## config.mk

```make
export PLATFORM = sky130hd
export DESIGN_NAME = sync_length_checksum_deframer_core_flat
export DESIGN_NICKNAME = d
export VERILOG_FILES = /design/src/sv/slcd_pkg.sv /design/src/sv/slcd_byte_if.sv /design/src/sv/slcd_parser.sv /design/src/sv/slcd_out_stage.sv /design/src/sv/sync_length_checksum_deframer_core.sv /design/src/flat_wrapper.sv
export SDC_FILE = /design/constraint.sdc
export NUM_CORES = 1
export LEC_CHECK = 0
export ABC_AREA = 1
export BUFFER_PORTS_ARGS = -buffer_cell sky130_fd_sc_hd__buf_2
export CORE_AREA = 3 3 118 120
export DETAILED_ROUTE_END_ITERATION = 10
export DIE_AREA = 0 0 121 123
export GPL_TIMING_DRIVEN = 0
export MAX_ROUTING_LAYER = met4
export SKIP_CTS_REPAIR_TIMING = 1
export SYNTH_ARGS = -nofsm -noshare
export SYNTH_HDL_FRONTEND = slang
export SYNTH_HIERARCHICAL = 1
export SYNTH_SLANG_ARGS = --single-unit
```

## constraint.sdc

```tcl
create_clock -name clk -period 6.7 [get_ports clk]
set_clock_uncertainty 0.1 [all_clocks]
set_input_delay 0.67 -clock clk [delete_from_list [all_inputs] [get_ports clk]]
set_output_delay 0.67 -clock clk [all_outputs]
set_load 0.01 [all_outputs]
```

## src/sv/slcd_pkg.sv

```systemverilog
// shared types and constants of the sync/length/checksum deframer
package slcd_pkg;

    // frame layout constants
    localparam logic [7:0] SYNC_BYTE0 = 8'h55;
    localparam logic [7:0] SYNC_BYTE1 = 8'hAA;
    localparam logic [7:0] SYNC_BYTE2 = 8'h02;

    // payload size limit of the receive buffer
    localparam int MAX_PAYLOAD_BYTES = 128;
    localparam int LEN_W             = 16;
    localparam logic [LEN_W:0] LEN_LIMIT = (LEN_W + 1)'(MAX_PAYLOAD_BYTES);

    // configuration register reset values
    localparam logic [7:0] MAX_COMMAND_RESET = 8'h24;
    localparam logic [6:0] MAX_PAYLOAD_RESET = 7'd127;

    // configuration port geometry
    localparam int CFG_IDX_W  = 1;
    localparam int CFG_DATA_W = 8;

    typedef enum logic [CFG_IDX_W-1:0] {
        REG_MAX_COMMAND = 1'b0,
        REG_MAX_PAYLOAD = 1'b1
    } cfg_reg_t;

    // parser phases
    typedef enum logic [3:0] {
        PH_SYNC0 = 4'd0,
        PH_SYNC1 = 4'd1,
        PH_SYNC2 = 4'd2,
        PH_HDR0  = 4'd3,
        PH_HDR1  = 4'd4,
        PH_CMD   = 4'd5,
        PH_LENH  = 4'd6,
        PH_LENL  = 4'd7,
        PH_DATA  = 4'd8
    } phase_t;

    // one result item
    typedef struct packed {
        logic       end_of_frame;
        logic [7:0] payload_byte;
        logic [6:0] byte_index;
        logic [7:0] command;
        logic [6:0] frame_length;
        logic       checksum_ok;
    } result_t;

endpackage

```

## src/sv/slcd_byte_if.sv

```systemverilog
// received byte channel and result channel interfaces
interface slcd_byte_if;
    logic       valid;
    logic       ready;
    logic [7:0] rx_byte;
    logic       end_of_burst;

    modport source (output valid, rx_byte, end_of_burst, input ready);
    modport sink   (input valid, rx_byte, end_of_burst, output ready);
endinterface

interface slcd_result_if;
    logic       valid;
    logic       ready;
    logic       end_of_frame;
    logic [7:0] payload_byte;
    logic [6:0] byte_index;
    logic [7:0] command;
    logic [6:0] frame_length;
    logic       checksum_ok;

    modport source (output valid, end_of_frame, payload_byte, byte_index, command,
                    frame_length, checksum_ok, input ready);
    modport sink   (input valid, end_of_frame, payload_byte, byte_index, command,
                    frame_length, checksum_ok, output ready);
endinterface

```

## src/sv/slcd_parser.sv

```systemverilog
// frame parser: phase state machine, running checksum and result formation
module slcd_parser
    import slcd_pkg::*;
(
    input  logic       clk,
    input  logic       rst_n,
    input  logic       step,
    input  logic [7:0] rx_byte,
    input  logic       end_of_burst,
    input  logic [7:0] max_command,
    input  logic [6:0] max_payload,
    output logic       res_valid,
    output result_t    res
);

    phase_t     phase_reg, phase_next;
    logic [7:0] sum_reg, sum_next;
    logic [7:0] command_reg, command_next;
    logic [7:0] len_high_reg, len_high_next;
    logic [6:0] length_reg, length_next;
    logic [6:0] count_reg, count_next;

    logic [LEN_W-1:0] len;
    logic             len_ok;

    // full header length and its range check
    assign len    = {len_high_reg, rx_byte};
    assign len_ok = (len <= LEN_W'(max_payload)) && ({1'b0, len} < LEN_LIMIT);

    // state registers
    always_ff @(posedge clk or negedge rst_n)
    begin
        if (!rst_n)
        begin
            phase_reg    <= PH_SYNC0;
            sum_reg      <= '0;
            command_reg  <= '0;
            len_high_reg <= '0;
            length_reg   <= '0;
            count_reg    <= '0;
        end
        else if (step)
        begin
            phase_reg    <= phase_next;
            sum_reg      <= sum_next;
            command_reg  <= command_next;
            len_high_reg <= len_high_next;
            length_reg   <= length_next;
            count_reg    <= count_next;
        end
    end

    // next state and result of the byte at hand
    always_comb
    begin
        phase_next    = PH_SYNC0;
        sum_next      = sum_reg;
        command_next  = command_reg;
        len_high_next = len_high_reg;
        length_next   = length_reg;
        count_next    = count_reg;
        res_valid     = 1'b0;
        res           = '{end_of_frame: 1'b0, payload_byte: 8'd0, byte_index: 7'd0,
                          command: command_reg, frame_length: length_reg,
                          checksum_ok: 1'b0};

        unique case (phase_reg)
            PH_SYNC1:
            begin
                if (rx_byte == SYNC_BYTE1)
                begin
                    sum_next   = sum_reg + rx_byte;
                    phase_next = PH_SYNC2;
                end
            end
            PH_SYNC2:
            begin
                if (rx_byte == SYNC_BYTE2)
                begin
                    sum_next   = sum_reg + rx_byte;
                    phase_next = PH_HDR0;
                end
            end
            PH_HDR0:
            begin
                sum_next   = sum_reg + rx_byte;
                phase_next = PH_HDR1;
            end
            PH_HDR1:
            begin
                sum_next   = sum_reg + rx_byte;
                phase_next = PH_CMD;
            end
            PH_CMD:
            begin
                if (rx_byte <= max_command)
                begin
                    command_next = rx_byte;
                    sum_next     = sum_reg + rx_byte;
                    phase_next   = PH_LENH;
                end
            end
            PH_LENH:
            begin
                len_high_next = rx_byte;
                phase_next    = PH_LENL;
            end
            PH_LENL:
            begin
                if (len_ok)
                begin
                    length_next = rx_byte[6:0];
                    count_next  = '0;
                    sum_next    = sum_reg + len_high_reg + rx_byte;
                    phase_next  = PH_DATA;
                end
            end
            PH_DATA:
            begin
                res_valid = 1'b1;
                if (count_reg < length_reg)
                begin
                    res.payload_byte = rx_byte;
                    res.byte_index   = count_reg;
                    sum_next         = sum_reg + rx_byte;
                    count_next       = count_reg + 7'd1;
                    phase_next       = PH_DATA;
                end
                else
                begin
                    // checksum byte closes the frame
                    res.end_of_frame = 1'b1;
                    res.checksum_ok  = (sum_reg == rx_byte);
                end
            end
            default:
            begin
                // hunting the first sync byte
                if (rx_byte == SYNC_BYTE0)
                begin
                    sum_next   = rx_byte;
                    phase_next = PH_SYNC1;
                end
            end
        endcase

        // buffer boundary restarts the hunt
        if (end_of_burst)
        begin
            phase_next = PH_SYNC0;
        end
    end

endmodule

```

## src/sv/slcd_out_stage.sv

```systemverilog
// result register driving the result channel
module slcd_out_stage
    import slcd_pkg::*;
(
    input  logic          clk,
    input  logic          rst_n,
    input  logic          load,
    input  result_t       din,
    output logic          can_load,
    slcd_result_if.source res
);

    logic    valid_reg;
    result_t data_reg;

    // slot is free when empty or being drained this cycle
    assign can_load = !valid_reg || res.ready;

    // valid flag
    always_ff @(posedge clk or negedge rst_n)
    begin
        if (!rst_n)
        begin
            valid_reg <= 1'b0;
        end
        else if (can_load)
        begin
            valid_reg <= load;
        end
    end

    // payload register
    always_ff @(posedge clk)
    begin
        if (can_load && load)
        begin
            data_reg <= din;
        end
    end

    assign res.valid        = valid_reg;
    assign res.end_of_frame = data_reg.end_of_frame;
    assign res.payload_byte = data_reg.payload_byte;
    assign res.byte_index   = data_reg.byte_index;
    assign res.command      = data_reg.command;
    assign res.frame_length = data_reg.frame_length;
    assign res.checksum_ok  = data_reg.checksum_ok;

endmodule

```

## src/sv/sync_length_checksum_deframer_core.sv

```systemverilog
// top level of the sync/length/checksum deframer
//
// rx carries one received byte per transfer with an end_of_burst mark.
// The block hunts for sync 55 AA 02, takes two header bytes, a command
// byte (at most max_command) and a big-endian 16-bit length (at most
// max_payload and below 128), streams each payload byte out on res as a
// transfer with its index, then closes the frame with an end_of_frame
// transfer that carries checksum_ok for the 8-bit additive sum.
// Bytes outside a frame give no transfer on res.
// A byte waits in the input register, passes the single parser step and,
// if it gives a result, moves into the result register; the result is
// valid on res as soon as it is loaded. Throughput: one byte per cycle
// while res does not stall.
// When res stalls, the result register holds, the input register fills,
// and rx.ready drops only once both are occupied.
// Reset clears the pipeline, returns the parser to hunting and loads
// max_command = 36 and max_payload = 127. The cfg port writes a register
// at any edge with cfg_we high; write only while the block is idle.
module sync_length_checksum_deframer_core
    import slcd_pkg::*;
(
    input  logic                  clk,
    input  logic                  rst_n,
    slcd_byte_if.sink             rx,
    slcd_result_if.source         res,
    input  logic                  cfg_we,
    input  logic [CFG_IDX_W-1:0]  cfg_index,
    input  logic [CFG_DATA_W-1:0] cfg_data
);

    logic       in_valid_reg;
    logic [7:0] in_byte_reg;
    logic       in_eob_reg;
    logic [7:0] max_command_reg;
    logic [6:0] max_payload_reg;

    logic    step;
    logic    can_load;
    logic    parse_valid;
    result_t parse_res;

    // configuration registers
    always_ff @(posedge clk or negedge rst_n)
    begin
        if (!rst_n)
        begin
            max_command_reg <= MAX_COMMAND_RESET;
            max_payload_reg <= MAX_PAYLOAD_RESET;
        end
        else if (cfg_we)
        begin
            unique case (cfg_reg_t'(cfg_index))
                REG_MAX_COMMAND: max_command_reg <= cfg_data;
                REG_MAX_PAYLOAD: max_payload_reg <= cfg_data[6:0];
                default:         max_command_reg <= max_command_reg;
            endcase
        end
    end

    // input register advances into the parser when the result slot is free
    assign step     = in_valid_reg && can_load;
    assign rx.ready = !in_valid_reg || step;

    always_ff @(posedge clk or negedge rst_n)
    begin
        if (!rst_n)
        begin
            in_valid_reg <= 1'b0;
        end
        else if (rx.ready)
        begin
            in_valid_reg <= rx.valid;
        end
    end

    always_ff @(posedge clk)
    begin
        if (rx.valid && rx.ready)
        begin
            in_byte_reg <= rx.rx_byte;
            in_eob_reg  <= rx.end_of_burst;
        end
    end

    // parser
    slcd_parser u_parser (
        .clk          (clk),
        .rst_n        (rst_n),
        .step         (step),
        .rx_byte      (in_byte_reg),
        .end_of_burst (in_eob_reg),
        .max_command  (max_command_reg),
        .max_payload  (max_payload_reg),
        .res_valid    (parse_valid),
        .res          (parse_res)
    );

    // result register
    slcd_out_stage u_out_stage (
        .clk      (clk),
        .rst_n    (rst_n),
        .load     (step && parse_valid),
        .din      (parse_res),
        .can_load (can_load),
        .res      (res)
    );

endmodule

```

## src/flat_wrapper.sv

```systemverilog
// flat-port wrapper written by rule: the top's interface ports become plain ports
module sync_length_checksum_deframer_core_flat import slcd_pkg::*;
  (clk, rst_n, cfg_we, cfg_index, cfg_data, rx_valid, rx_rx_byte, rx_end_of_burst, rx_ready, res_valid, res_end_of_frame, res_payload_byte, res_byte_index, res_command, res_frame_length, res_checksum_ok, res_ready);
  slcd_byte_if rx_i ();
  slcd_result_if res_i ();
  input  logic clk;
  input  logic rst_n;
  input  logic cfg_we;
  input  logic [CFG_IDX_W-1:0] cfg_index;
  input  logic [CFG_DATA_W-1:0] cfg_data;
  input wire logic [$bits(rx_i.valid)-1:0] rx_valid;
  input wire logic [$bits(rx_i.rx_byte)-1:0] rx_rx_byte;
  input wire logic [$bits(rx_i.end_of_burst)-1:0] rx_end_of_burst;
  output wire logic [$bits(rx_i.ready)-1:0] rx_ready;
  output wire logic [$bits(res_i.valid)-1:0] res_valid;
  output wire logic [$bits(res_i.end_of_frame)-1:0] res_end_of_frame;
  output wire logic [$bits(res_i.payload_byte)-1:0] res_payload_byte;
  output wire logic [$bits(res_i.byte_index)-1:0] res_byte_index;
  output wire logic [$bits(res_i.command)-1:0] res_command;
  output wire logic [$bits(res_i.frame_length)-1:0] res_frame_length;
  output wire logic [$bits(res_i.checksum_ok)-1:0] res_checksum_ok;
  input wire logic [$bits(res_i.ready)-1:0] res_ready;
  assign rx_i.valid = rx_valid;
  assign rx_i.rx_byte = rx_rx_byte;
  assign rx_i.end_of_burst = rx_end_of_burst;
  assign rx_ready = rx_i.ready;
  assign res_valid = res_i.valid;
  assign res_end_of_frame = res_i.end_of_frame;
  assign res_payload_byte = res_i.payload_byte;
  assign res_byte_index = res_i.byte_index;
  assign res_command = res_i.command;
  assign res_frame_length = res_i.frame_length;
  assign res_checksum_ok = res_i.checksum_ok;
  assign res_i.ready = res_ready;
  sync_length_checksum_deframer_core u_core (.clk(clk), .rst_n(rst_n), .rx(rx_i), .res(res_i), .cfg_we(cfg_we), .cfg_index(cfg_index), .cfg_data(cfg_data));
endmodule
```

# == Word level (Yosys, flattened, before mapping) ==
# Index checks and enable logic that the tools add are counted.
# totals
reg_bits,100
in_bits,23
output_inout_bits,34
wordCells,87
# op_classes
n_addsub,4
n_lt_le_gt_ge,4
n_eq_ne,17
muxes,20
bitwise,3
n_reduce_logical,21
# op_table
op,n
8-bit case mux with 7 select lines,1
8-bit two-way mux,6
4-bit case mux with 8 select lines,1
8-bit adder,3
4-bit by 3-bit == test with 1-bit output (second input constant),4
16-bit by 7-bit <= comparator with 1-bit output,1
16-bit by 8-bit < comparator with 1-bit output (second input constant),1
7-bit two-way mux,2
7-bit case mux with 2 select lines,1
4-bit two-way mux,3
2-bit != test (second input constant),5
4-bit by 2-bit == test with 1-bit output (second input constant),2
8-bit by 2-bit == test with 1-bit output (second input constant),1
8-bit by 7-bit == test with 1-bit output (second input constant),1
8-bit == test,1
8-bit == test (second input constant),1
8-bit <= comparator,1
2-bit AND reduction,4
8-bit AND reduction,1
7-bit by 1-bit adder with 7-bit output (second input constant),1
7-bit < comparator,1
7-bit nonzero test,1
3-bit AND reduction,2
1-bit logical AND,5
other kinds (11),19

# == Logic depth before layout (Yosys ltp) ==
# Gate-level depths: netlist of the first run.
# depth
ltp_word,5
mapped_depth,15

# == By module ==
# The synthesis of the first run kept the hierarchy.
# modules_own_cells
mod,instances,cells_each,area_each_um2,seq_area_each_um2
slcd_parser,1,547,3838.7,1051.0
slcd_out_stage,1,38,1006.0,985.9
sync_length_checksum_deframer_core,1,85,988.4,681.9

# == Least setup slack after synthesis of the first run ==
# Ideal clock, no wire load.
# synth_timing
path_kind,reg-to-reg
from,register u_core.u_parser.phase_reg[0]
to,"register u_core.u_out_stage.data_reg, in the netlist u_core/u_out_stage/res.byte_index[0] (enable)"
setup_time_ps,432
arrival_time_ps,2607
setup_slack_ps,3561
path_stages_with_launch,8
period_less_slack_ps,3139
cell_sequence,dfrtp_1 nor2_2 nand3_4 inv_2 inv_1 nor2_1 inv_1 a21oi_1
# synth_between
elab_chain_cells,4
# synth_rtl
element,line_no,source
start: declaration,slcd_parser.sv:16,"phase_t phase_reg, phase_next;"
start signal: assignment,slcd_parser.sv:44,phase_reg <= phase_next;
4-bit == test,slcd_parser.sv:67,unique case (phase_reg)
1-bit two-way mux,slcd_parser.sv:67,
via u_core.parse_valid,sync_length_checksum_deframer_core.sv:39,logic parse_valid;
1-bit logical AND,sync_length_checksum_deframer_core.sv:102,".load (step && parse_valid),"
1-bit logical AND,slcd_out_stage.sv:35,if (can_load && load)
end signal: assignment,slcd_out_stage.sv:37,data_reg <= din;
end: declaration,slcd_out_stage.sv:14,result_t data_reg;
# The timed path passes the listed nets, and every way through them passes these cells.
# A chain may end at the register's enable or synchronous reset.

# == Final worst setup path of the first run ==
# layout_timing
from,register u_core.in_byte_reg[1]
to,register u_core.u_parser.sum_reg[7]
# layout_between
elab_chain_cells,4
word_cells_on_any_way,21
classes_between,add/sub: 2; order compare: 3; eq/ne: 7; mux: 6; reduce/logical: 3
# layout_rtl
element,line_no,source
start: declaration,sync_length_checksum_deframer_core.sv:32,logic [7:0] in_byte_reg;
start signal: assignment,sync_length_checksum_deframer_core.sv:80,in_byte_reg <= rx.rx_byte;
16-bit by 7-bit <= comparator with 1-bit output or 16-bit by 8-bit < comparator with 1-bit output (tied branches),slcd_parser.sv:28,"assign len_ok = (len <= LEN_W'(max_payload)) && ({1'b0, len} < LEN_LIMIT);"
1-bit logical AND,slcd_parser.sv:28,
2-bit != test (no line),-,
8-bit AND reduction (no line),-,
end signal: assignment,slcd_parser.sv:45,sum_reg <= sum_next;
end: declaration,slcd_parser.sv:17,"logic [7:0] sum_reg, sum_next;"
# Several ways; a longest one is shown, not always the timed one. The select of a mux whose other input is x is not followed.

==> results of run 1 <==
==> cells by family after synthesis <==
family          Yosys count  share of synthesized area
simple gates            358                      0.281
buf+inv                 108                     0.0832
flops                   100                      0.466
compound gates           54                     0.0547
fa+ha+maj                44                      0.106
xor+xnor                  6                    0.00901
==> layout make-up <==
class,count,area (um2)
buffer,12,114
multi-input combinational,462,2640
timing repair buffer,54,273
inverter,96,372
clock inverter,3,46.3
sequential,100,2720
clock buffer,13,250
fill,1235,6450
tap,176,220
==> per-layer routing <==
layer | up-vias | track usage
met4 | 0 | 0.0666
met2 | 145 | 0.304
met3 | 21 | 0.0343
met5 | - | -
li1 | 2301 | -
met1 | 2118 | 0.229
==> placed cells by master, fill, tap and decap left out, types with 11 or more instances in the layout <==
cell type  instances
inv_1             81
buf_2             56
o21ai_1           15
nand2_1          198
o21ai_0           14
edfxtp_1          41
nand3_1           64
ha_1              35
dfrtp_1           50
inv_2             11
a21oi_1           14
nor2_1            49
==> how the worst max path moves through the flow <==
stage | start | to | slack [ns]
6_report | u_core/in_byte_reg[1] | u_core/u_parser/sum_reg[7] | 3.98
5_1_grt | u_core/in_byte_reg[1] | u_core/u_parser/sum_reg[7] | 3.80
4_1_cts | u_core/in_byte_reg[1] | u_core/u_parser/sum_reg[7] | 4.01
3_5_place_dp | u_core/in_byte_reg[1] | u_core/u_parser/sum_reg[7] | 4.05
3_3_place_gp | u_core/u_parser/phase_reg[0] | u_core/u_out_stage/res.checksum_ok | 2.96
2_1_floorplan | u_core/u_parser/phase_reg[0] | u_core/u_out_stage/res.byte_index[0] | 3.56
==> synth_stat cells (11+ instances only) <==
library cell | n | area share
a21oi_1 | 15 | 0.013
dfrtp_1 | 50 | 0.21
edfxtp_1 | 41 | 0.21
ha_1 | 35 | 0.075
inv_1 | 81 | 0.052
inv_2 | 11 | 0.0071
nand2_1 | 198 | 0.13
nand3_1 | 64 | 0.055
nor2_1 | 49 | 0.032
o21ai_0 | 14 | 0.012
o21ai_1 | 15 | 0.013
==> where the power goes <==
group	switching, mW	internal (mW)
clock network	0.220	0.302
registers	0.0509	0.688
logic	0.271	0.175
total	0.542	1.16
==> metrics by stage <==
step | power [mW] | instances | cell area, um2 | setup slack [ns] | util
detailed placement | 1.19 | 900 | 6330 | 4.05 | 0.484
global placement | 1.18 | 900 | 6320 | 2.96 | 0.483
global route | 1.83 | 916 | 6630 | 3.80 | 0.507
finish | 1.71 | 916 | 6630 | 3.98 | 0.507
floorplan | 1.08 | 670 | 5830 | 3.56 | -
CTS | 1.72 | 916 | 6630 | 4.01 | 0.507
==> flow_metrics.py, run 1 <==
metrics = {
    "critical_path": {
        "endpoint_kind": "register",
        "critical_path_depth": 12,
        "cp-start-kind": "register",
        "path_cells": "fa_1 > ha_1 > inv_1 > fa_1 > inv_1 > nand3_1 > nand3_1 > nand2_1 > nand3_1 > nand3_1 > nand3_1 > nand2_1",
        "critical_path_class": "register to register",
        "rr_startpoint": "u_core/in_byte_reg[1]",
        "reg2reg_slack_ns": 3.98,
        "crit_path_max_fanout": 8,
        "cp_common_cell": "nand3_1",
        "arrival_ns": 2.86,
        "critPathRequiredTime_ns": 6.85,
        "crit_path_top_delay_cell": "fa_1",
        "cp_top_family": "adder cells",
        "path_buf_inv": 2,
        "r2r_cells": 12,
        "max_stage_delay_ns": 0.62,
        "reg2reg_to": "u_core/u_parser/sum_reg[7]",
    },
    "sta": {
        "setup_tns_ns": 0,
        "hold_ws_ns": 0.266,
        "period_needed_ns": 2.72,
        "relSlewSlack": 0.328,
        "grt_setup_unrepaired": "false",
        "worst_pin_slew_ns": 1.01,
        "finalSetupViolations": 0,
        "maxClockFrequency_mhz": 368,
        "slew_violations": 0,
        "layout_worst_path_cycle_share": 0.405,
        "hold_viol": 0,
    },
    "routing": {
        "dr.pass1.iters": 6,
        "routed-wl-met2_mm": 6.05,
        "top_layer_used": "met4",
        "wl_per_cell_um": 13.7,
        "ant_nets": 0,
        "routed_wl_mm": 12.6,
        "vias": 4585,
        "drc": 0,
        "drt_first_iter_violations": 410,
        "vias_per_cell": 5.01,
        "wl_met3_um": 697,
        "met1Wirelength_mm": 5.59,
    },
    "synthesis": {
        "synthesis.area_mm2": 0.00583,
        "ys.flop_type": "dfrtp_1",
        "postSynthAreaPerCell_um2": 8.71,
        "synthCells": 670,
        "ys_seq_elements": 100,
        "yosysWarnings": 6,
        "syn-num-nets": 737,
        "ys_async_sr_fraction": 0.590,
        "synth_edf_count": 41,
        "synth_cell_types": 45,
        "ys_seq_area_frac": 0.466,
    },
    "pwr": {
        "p_per_area_mw_per_mm2": 257,
        "power.leakage_nw": 3.16,
        "ir_drop_v": 0.000121,
    },
    "grt": {
        "track_usage": 0.185,
        "grt-ovfl-total": 0,
        "antenna_found_initial": 0,
        "grt_pass1_wl_mm": 20.9,
        "grt_pass1_vias": 4403,
        "grt_max_degree": 60,
    },
    "final_layout": {
        "diodes": 0,
        "drive_above_1_share": 0.189,
        "fin_nets": 802,
        "areaGrowthSynthToFinish_pct": 13.7,
    },
    "cts": {
        "cts_buffer_depth": 2,
        "clk_latency_ns": 0.35,
        "numCtsBuffers": 9,
        "htree_levels": 3,
        "cts_num_sinks": 100,
        "cts_tree": "built",
        "clk_pin_slew_ns": 0.07,
        "cts-root-buf": "clkbuf_16",
    },
    "die": {
        "start_util": 0.446,
        "core-area_mm2": 0.0131,
        "num_io_pins": 57,
        "fp-row-count": 42,
        "die_w_um": 121,
        "die_area_mm2": 0.0149,
        "die_h_um": 123,
    },
    "place": {
        "dp_hpwl_mm": 9.49,
        "port_buffers": 54,
        "place_congestion": 0.948,
    },
    "hold_path": {
        "hold_class": "input pin to async pin",
    },
    "run_status": {
        "status": "completed",
    },
    "run": {
        "drv_cap": 0,
    },
}
(Power assumes the default switching activity.)
==> inputs of run 2 (changes only) <==
--- a/config.mk
+++ b/config.mk
@@ -5,11 +5,11 @@
 export SDC_FILE = /design/constraint.sdc
 export NUM_CORES = 1
 export LEC_CHECK = 0
-export ABC_AREA = 1
+export ABC_AREA = 0
 export BUFFER_PORTS_ARGS = -buffer_cell sky130_fd_sc_hd__buf_2
-export CORE_AREA = 3 3 118 120
+export CORE_AREA = 3 3 115 117
 export DETAILED_ROUTE_END_ITERATION = 10
-export DIE_AREA = 0 0 121 123
+export DIE_AREA = 0 0 118 120
 export GPL_TIMING_DRIVEN = 0
 export MAX_ROUTING_LAYER = met4
 export SKIP_CTS_REPAIR_TIMING = 1
==> constraint.sdc (replaced) <==
create_clock -name clk -period 2.57 [get_ports clk]
set_clock_uncertainty 0.1 [all_clocks]
set_input_delay 0.257 -clock clk [delete_from_list [all_inputs] [get_ports clk]]
set_output_delay 0.257 -clock clk [all_outputs]
set_load 0.01 [all_outputs]
==> flow_metrics.py, run 2 <==
metrics = {
    "run_status": {
        "status": "finished with violations",
        "failed_checks": "setup timing",
    },
    "grt": {
        "track_usage": 0.184,
        "grt_pass1_vias": 3817,
        "grt_pass1_wl_mm": 19.8,
        "grt-ovfl-total": 0,
        "grt_max_degree": 60,
        "antenna_found_initial": 0,
    },
    "sta": {
        "period_needed_ns": 2.90,
        "layout_worst_path_cycle_share": 1.13,
        "finalSetupViolations": 17,
        "maxClockFrequency_mhz": 345,
        "hold_ws_ns": 0.0241,
        "hold_viol": 0,
        "setup_ws_ns": -0.328,
        "worst_pin_slew_ns": 0.777,
        "setup_tns_ns": -3.22,
        "relSlewSlack": 0.482,
        "grt_setup_unrepaired": "true",
        "slew_violations": 0,
    },
    "cts": {
        "cts_tree": "built",
        "cts-root-buf": "clkbuf_16",
        "cts_num_sinks": 100,
        "htree_levels": 3,
        "clk_pin_slew_ns": 0.07,
        "clk_latency_ns": 0.36,
        "numCtsBuffers": 9,
        "cts_buffer_depth": 2,
    },
    "synthesis": {
        "ys_async_sr_fraction": 0.590,
        "yosysMostFrequentCell": "dfrtp_1",
        "synthTopCellsByArea": "dfrtp_1 23%, edfxtp_1 22%, ha_1 8.0%",
        "synth_top_area_frac": 0.227,
        "synthesis.area_mm2": 0.00551,
        "ys.flop_type": "dfrtp_1",
        "yosysTopAreaCell": "dfrtp_1",
        "synth_common_cells": "50 x dfrtp_1, 41 x edfxtp_1, 37 x inv_1, 35 x ha_1",
        "synthCells": 469,
        "syn-num-nets": 536,
        "postSynthAreaPerCell_um2": 11.7,
        "yosysWarnings": 6,
        "ys_seq_elements": 100,
        "ys_seq_area_frac": 0.494,
        "synth_edf_count": 41,
        "synth_cell_types": 67,
    },
    "critical_path": {
        "reg2reg_to": "u_core/u_parser/sum_reg[7]",
        "endpoint_kind": "register",
        "reg2reg_slack_ns": -0.33,
        "critical_path_class": "register to register",
        "rr_startpoint": "u_core/in_byte_reg[1]",
        "crit_path_max_fanout": 4,
        "critPathRequiredTime_ns": 2.72,
        "r2r_cells": 10,
        "arrival_ns": 3.04,
        "cp-start-kind": "register",
    },
    "place": {
        "place_congestion": 0.916,
        "place_area_mm2": 0.00600,
        "port_buffers": 56,
        "post-place-ws_ns": -0.563,
        "dp_hpwl_mm": 8.46,
    },
    "final_layout": {
        "final_design_area_no_fill_mm2": 0.00675,
        "final_cell_mix": "57 x buf_2, 50 x dfrtp_1, 41 x edfxtp_1, 36 x inv_1, 34 x ha_1",
        "fin_nets": 646,
        "areaGrowthSynthToFinish_pct": 22.6,
        "layout_commonest_cell": "buf_2",
        "seqCellArea_mm2": 0.00272,
        "post-route-util": 0.542,
        "nFillCells": 1099,
        "multiInputGateArea_mm2": 0.00265,
        "diodes": 0,
        "drive_above_1_share": 0.308,
    },
    "die": {
        "die_h_um": 120,
        "fp-row-count": 41,
        "die_w_um": 118,
        "die_area_mm2": 0.0142,
        "start_util": 0.442,
        "num_io_pins": 57,
        "core-area_mm2": 0.0125,
    },
    "routing": {
        "vias": 4050,
        "drc": 0,
        "routed_wl_mm": 12.4,
        "wl_per_cell_um": 16.4,
        "top_layer_used": "met4",
        "dr.pass1.iters": 5,
        "routed-wl-met2_mm": 6.16,
        "met1Wirelength_mm": 5.44,
        "drt_first_iter_violations": 311,
        "ant_nets": 0,
        "wl_met3_um": 615,
        "vias_per_cell": 5.36,
    },
    "run": {
        "drv_cap": 0,
    },
    "pwr": {
        "power.leakage_nw": 3.03,
        "p_per_area_mw_per_mm2": 684,
        "ir_drop_v": 0.000297,
    },
    "hold_path": {
        "hold_path_end": "u_core/in_valid_reg",
        "min_from": "rx_valid",
        "hold_class": "input pin to register",
        "hold_depth": 2,
    },
}
==> run 2: cell count changes after synthesis, sizes merged, moves of 6 or more <==
cell	before	now
nand2	210	23
nand3	74	8
inv	95	37
nor2	57	20
mux2	0	36
and2	0	19
nand2b	0	11
a21oi	16	23
buf	11	5
clkbuf	1	7
nor2b	0	6
or3	0	6
==> run 2: worst max-delay path: stages, from the launching register on <==
cell and delay [ns]:
edfxtp_1 0.48, fa_1 0.58, ha_4 0.16, inv_2 0.04, fa_2 0.36, nor2b_2 0.13, o31a_1 0.19, o21ai_2 0.09
nor4b_4 0.13, a211o_1 0.27, mux2_2 0.25
==> run 2: cell families after synthesis <==
family,count (synthesis),synth area share
AND/OR/NAND/NOR,128,0.134
AO/OA/AOI/OAI,100,0.123
flip-flops,100,0.494
buffers and inverters,49,0.0380
adder cells (fa/ha/maj),45,0.114
multiplexers,39,0.0845
XOR/XNOR,8,0.0127
==> run 2: layer usage <==
metal	track usage	vias to the layer above
li1	-	1936
met1	0.233	1987
met2	0.300	113
met3	0.0297	14
met4	0.0703	0
met5	-	-
==> run 2: how the worst max path moves through the flow <==
| stage | startpoint | to | cells past startpoint |
|---|---|---|---|
| 2_1_floorplan | u_core/in_byte_reg[1] | u_core/u_parser/sum_reg[7] | 10 |
| 3_3_place_gp | u_core/in_byte_reg[1] | u_core/u_parser/sum_reg[7] | 10 |
| 3_5_place_dp | u_core/in_byte_reg[1] | u_core/u_parser/sum_reg[7] | 10 |
| 4_1_cts | u_core/in_byte_reg[1] | u_core/u_parser/sum_reg[7] | 10 |
| 5_1_grt | u_core/in_byte_reg[1] | u_core/u_parser/sum_reg[7] | 10 |
| 6_report | u_core/in_byte_reg[1] | u_core/u_parser/sum_reg[7] | 10 |
==> run 2: power by group <==
group	total, mW	leakage (nW)	switching, mW	internal (mW)
registers	1.94	1.11	0.139	1.80
clock network	1.38	0.145	0.615	0.767
logic	1.30	1.78	0.658	0.645
==> run 2: final cells by class <==
class	count	share of cell area
tap	172	0.0319
inverter	37	0.0206
clock buffer	10	0.0339
sequential	100	0.403
multi-input combinational	320	0.393
buffer	11	0.0107
clock inverter	6	0.0106
timing repair buffer	100	0.0971
==> run 2: metrics by stage <==
stage,std cells,power [mW]
2_1_floorplan,469,2.86
3_3_place_gp,697,3.12
3_5_place_dp,697,3.15
4_1_cts,713,4.55
5_1_grt,756,4.93
6_report,756,4.62
==> inputs of run 3 (changes only) <==
--- a/config.mk
+++ b/config.mk
@@ -6,7 +6,7 @@
 export NUM_CORES = 1
 export LEC_CHECK = 0
 export ABC_AREA = 0
-export BUFFER_PORTS_ARGS = -buffer_cell sky130_fd_sc_hd__buf_2
+export BUFFER_PORTS_ARGS = -buffer_cell sky130_fd_sc_hd__buf_4
 export CORE_AREA = 3 3 115 117
 export DETAILED_ROUTE_END_ITERATION = 10
 export DIE_AREA = 0 0 118 120
==> flow_metrics.py, run 3 (synthesis results as in run 2) <==
metrics = {
    "critical_path": {
        "cp-start-kind": "register",
        "rr_startpoint": "u_core/in_byte_reg[2]",
        "crit_path_max_fanout": 8,
        "arrival_ns": 3.03,
        "endpoint_kind": "register",
        "reg2reg_slack_ns": -0.32,
        "critical_path_class": "register to register",
        "reg2reg_to": "u_core/u_parser/sum_reg[6]",
        "critPathRequiredTime_ns": 2.70,
        "r2r_cells": 9,
    },
    "final_layout": {
        "layout.cells.non_filler": 748,
        "diodes": 0,
        "final_cell_mix": "79 x buf_4, 50 x dfrtp_1, 41 x edfxtp_1, 36 x inv_1, 33 x ha_1",
        "fin_nets": 638,
        "multiInputGateArea_mm2": 0.00268,
        "areaGrowthSynthToFinish_pct": 24.0,
        "drive_above_1_share": 0.307,
        "layout_commonest_cell": "buf_4",
        "post-route-util": 0.548,
        "nFillCells": 1075,
        "seqCellArea_mm2": 0.00272,
    },
    "grt": {
        "grt-ovfl-total": 0,
        "antenna_found_initial": 0,
        "grt_pass1_vias": 3928,
        "grt_max_degree": 60,
        "track_usage": 0.182,
        "grt_pass1_wl_mm": 19.8,
    },
    "sta": {
        "finalSetupViolations": 12,
        "relSlewSlack": 0.487,
        "period_needed_ns": 2.89,
        "grt_setup_unrepaired": "true",
        "hold_viol": 0,
        "layout_worst_path_cycle_share": 1.13,
        "worst_pin_slew_ns": 0.769,
        "slew_violations": 0,
        "setup_ws_ns": -0.324,
        "maxClockFrequency_mhz": 346,
    },
    "die": {
        "start_util": 0.442,
        "core-area_mm2": 0.0125,
        "die_h_um": 120,
        "die_area_mm2": 0.0142,
        "die_w_um": 118,
        "fp-row-count": 41,
        "num_io_pins": 57,
    },
    "run": {
        "drv_cap": 0,
    },
    "routing": {
        "drc": 0,
        "vias_per_cell": 5.35,
        "routed_wl_mm": 12.3,
        "dr.pass1.iters": 6,
        "drt_first_iter_violations": 225,
        "ant_nets": 0,
        "vias": 3999,
        "wl_per_cell_um": 16.5,
    },
    "hold_path": {
        "hold_class": "input pin to register",
        "min_from": "rx_valid",
        "hold_depth": 2,
        "hold_path_end": "u_core/in_valid_reg",
    },
    "cts": {
        "numCtsBuffers": 9,
        "cts_num_sinks": 100,
        "clk_pin_slew_ns": 0.07,
        "cts_buffer_depth": 2,
        "htree_levels": 3,
        "clk_latency_ns": 0.34,
        "cts-root-buf": "clkbuf_16",
        "cts_tree": "built",
    },
    "place": {
        "port_buffers": 56,
        "place_congestion": 0.930,
        "dp_hpwl_mm": 8.53,
        "placed_cells": 697,
    },
    "pwr": {
        "p_per_area_mw_per_mm2": 662,
        "ir_drop_v": 0.000373,
        "power.leakage_nw": 3.02,
    },
    "run_status": {
        "status": "finished with violations",
        "failed_checks": "setup timing",
    },
}
## run 3: changes by cell type in the layout (fill, tap and decap cells not counted), sizes merged
| cell | previous run | this run |
|---|---|---|
| dlymetal6s2s | 1 | 0 |
| bufinv | 1 | 0 |
| buf | 94 | 87 |
| clkinv | 1 | 2 |
## run 3: final cells by class
cell class,instances,share of cell area
sequential,100,0.398
multi-input combinational,320,0.392
timing repair buffer,92,0.106
clock buffer,10,0.0335
tap,172,0.0315
inverter,37,0.0203
buffer,11,0.00971
clock inverter,6,0.00788
## run 3: layer usage
layer | track usage | vias up | wire length, um
met3 | 0.0419 | 14 | 534
met1 | 0.219 | 1961 | 5470
met2 | 0.307 | 104 | 6140
li1 | - | 1920 | -
met4 | 0.0593 | 0 | 205
met5 | - | - | 0
## run 3: critical path, cell delays in order, from the launching register on
cell and delay, ns:
edfxtp_1 0.56, buf_4 0.21, buf_6 0.11, ha_4 0.25, nand4_1 0.10, or3_4 0.40, a32o_2 0.26, a21oi_2 0.14
nand4_4 0.26, mux2_4 0.38
## run 3: worst max path at each step
stage | from | to | slack [ns] | cells after the start
2_1_floorplan | u_core/in_byte_reg[1] | u_core/u_parser/sum_reg[7] | -0.16 | 10
3_3_place_gp | u_core/in_byte_reg[1] | u_core/u_parser/sum_reg[7] | -0.59 | 10
3_5_place_dp | u_core/in_byte_reg[3] | u_core/u_parser/sum_reg[7] | -0.60 | 8
4_1_cts | u_core/in_byte_reg[3] | u_core/u_parser/sum_reg[7] | -0.61 | 8
5_1_grt | u_core/in_byte_reg[2] | u_core/u_parser/sum_reg[6] | -0.43 | 9
6_report | u_core/in_byte_reg[2] | u_core/u_parser/sum_reg[6] | -0.32 | 9
## run 3: through the flow
stage	setup TNS [ns]	cell area [um2]	hold slack, ns	setup slack [ns]	power, mW
3_5_place_dp	-10.89	6140	0.298	-0.603	3.16
5_1_grt	-5.61	6830	0.00468	-0.432	4.83
6_report	-2.55	6830	0.00796	-0.324	4.52
3_3_place_gp	-10.43	6140	0.276	-0.594	3.12
4_1_cts	-11.18	6430	-0.0773	-0.606	4.46
2_1_floorplan	-0.186	5510	-0.139	-0.163	2.86
## run 3: power by group
group,internal [mW],switching (mW),leakage (nW),total [mW]
clock,0.674,0.612,0.136,1.29
combinational,0.653,0.650,1.77,1.30
sequential,1.80,0.133,1.11,1.93
total,3.12,1.40,3.02,4.52
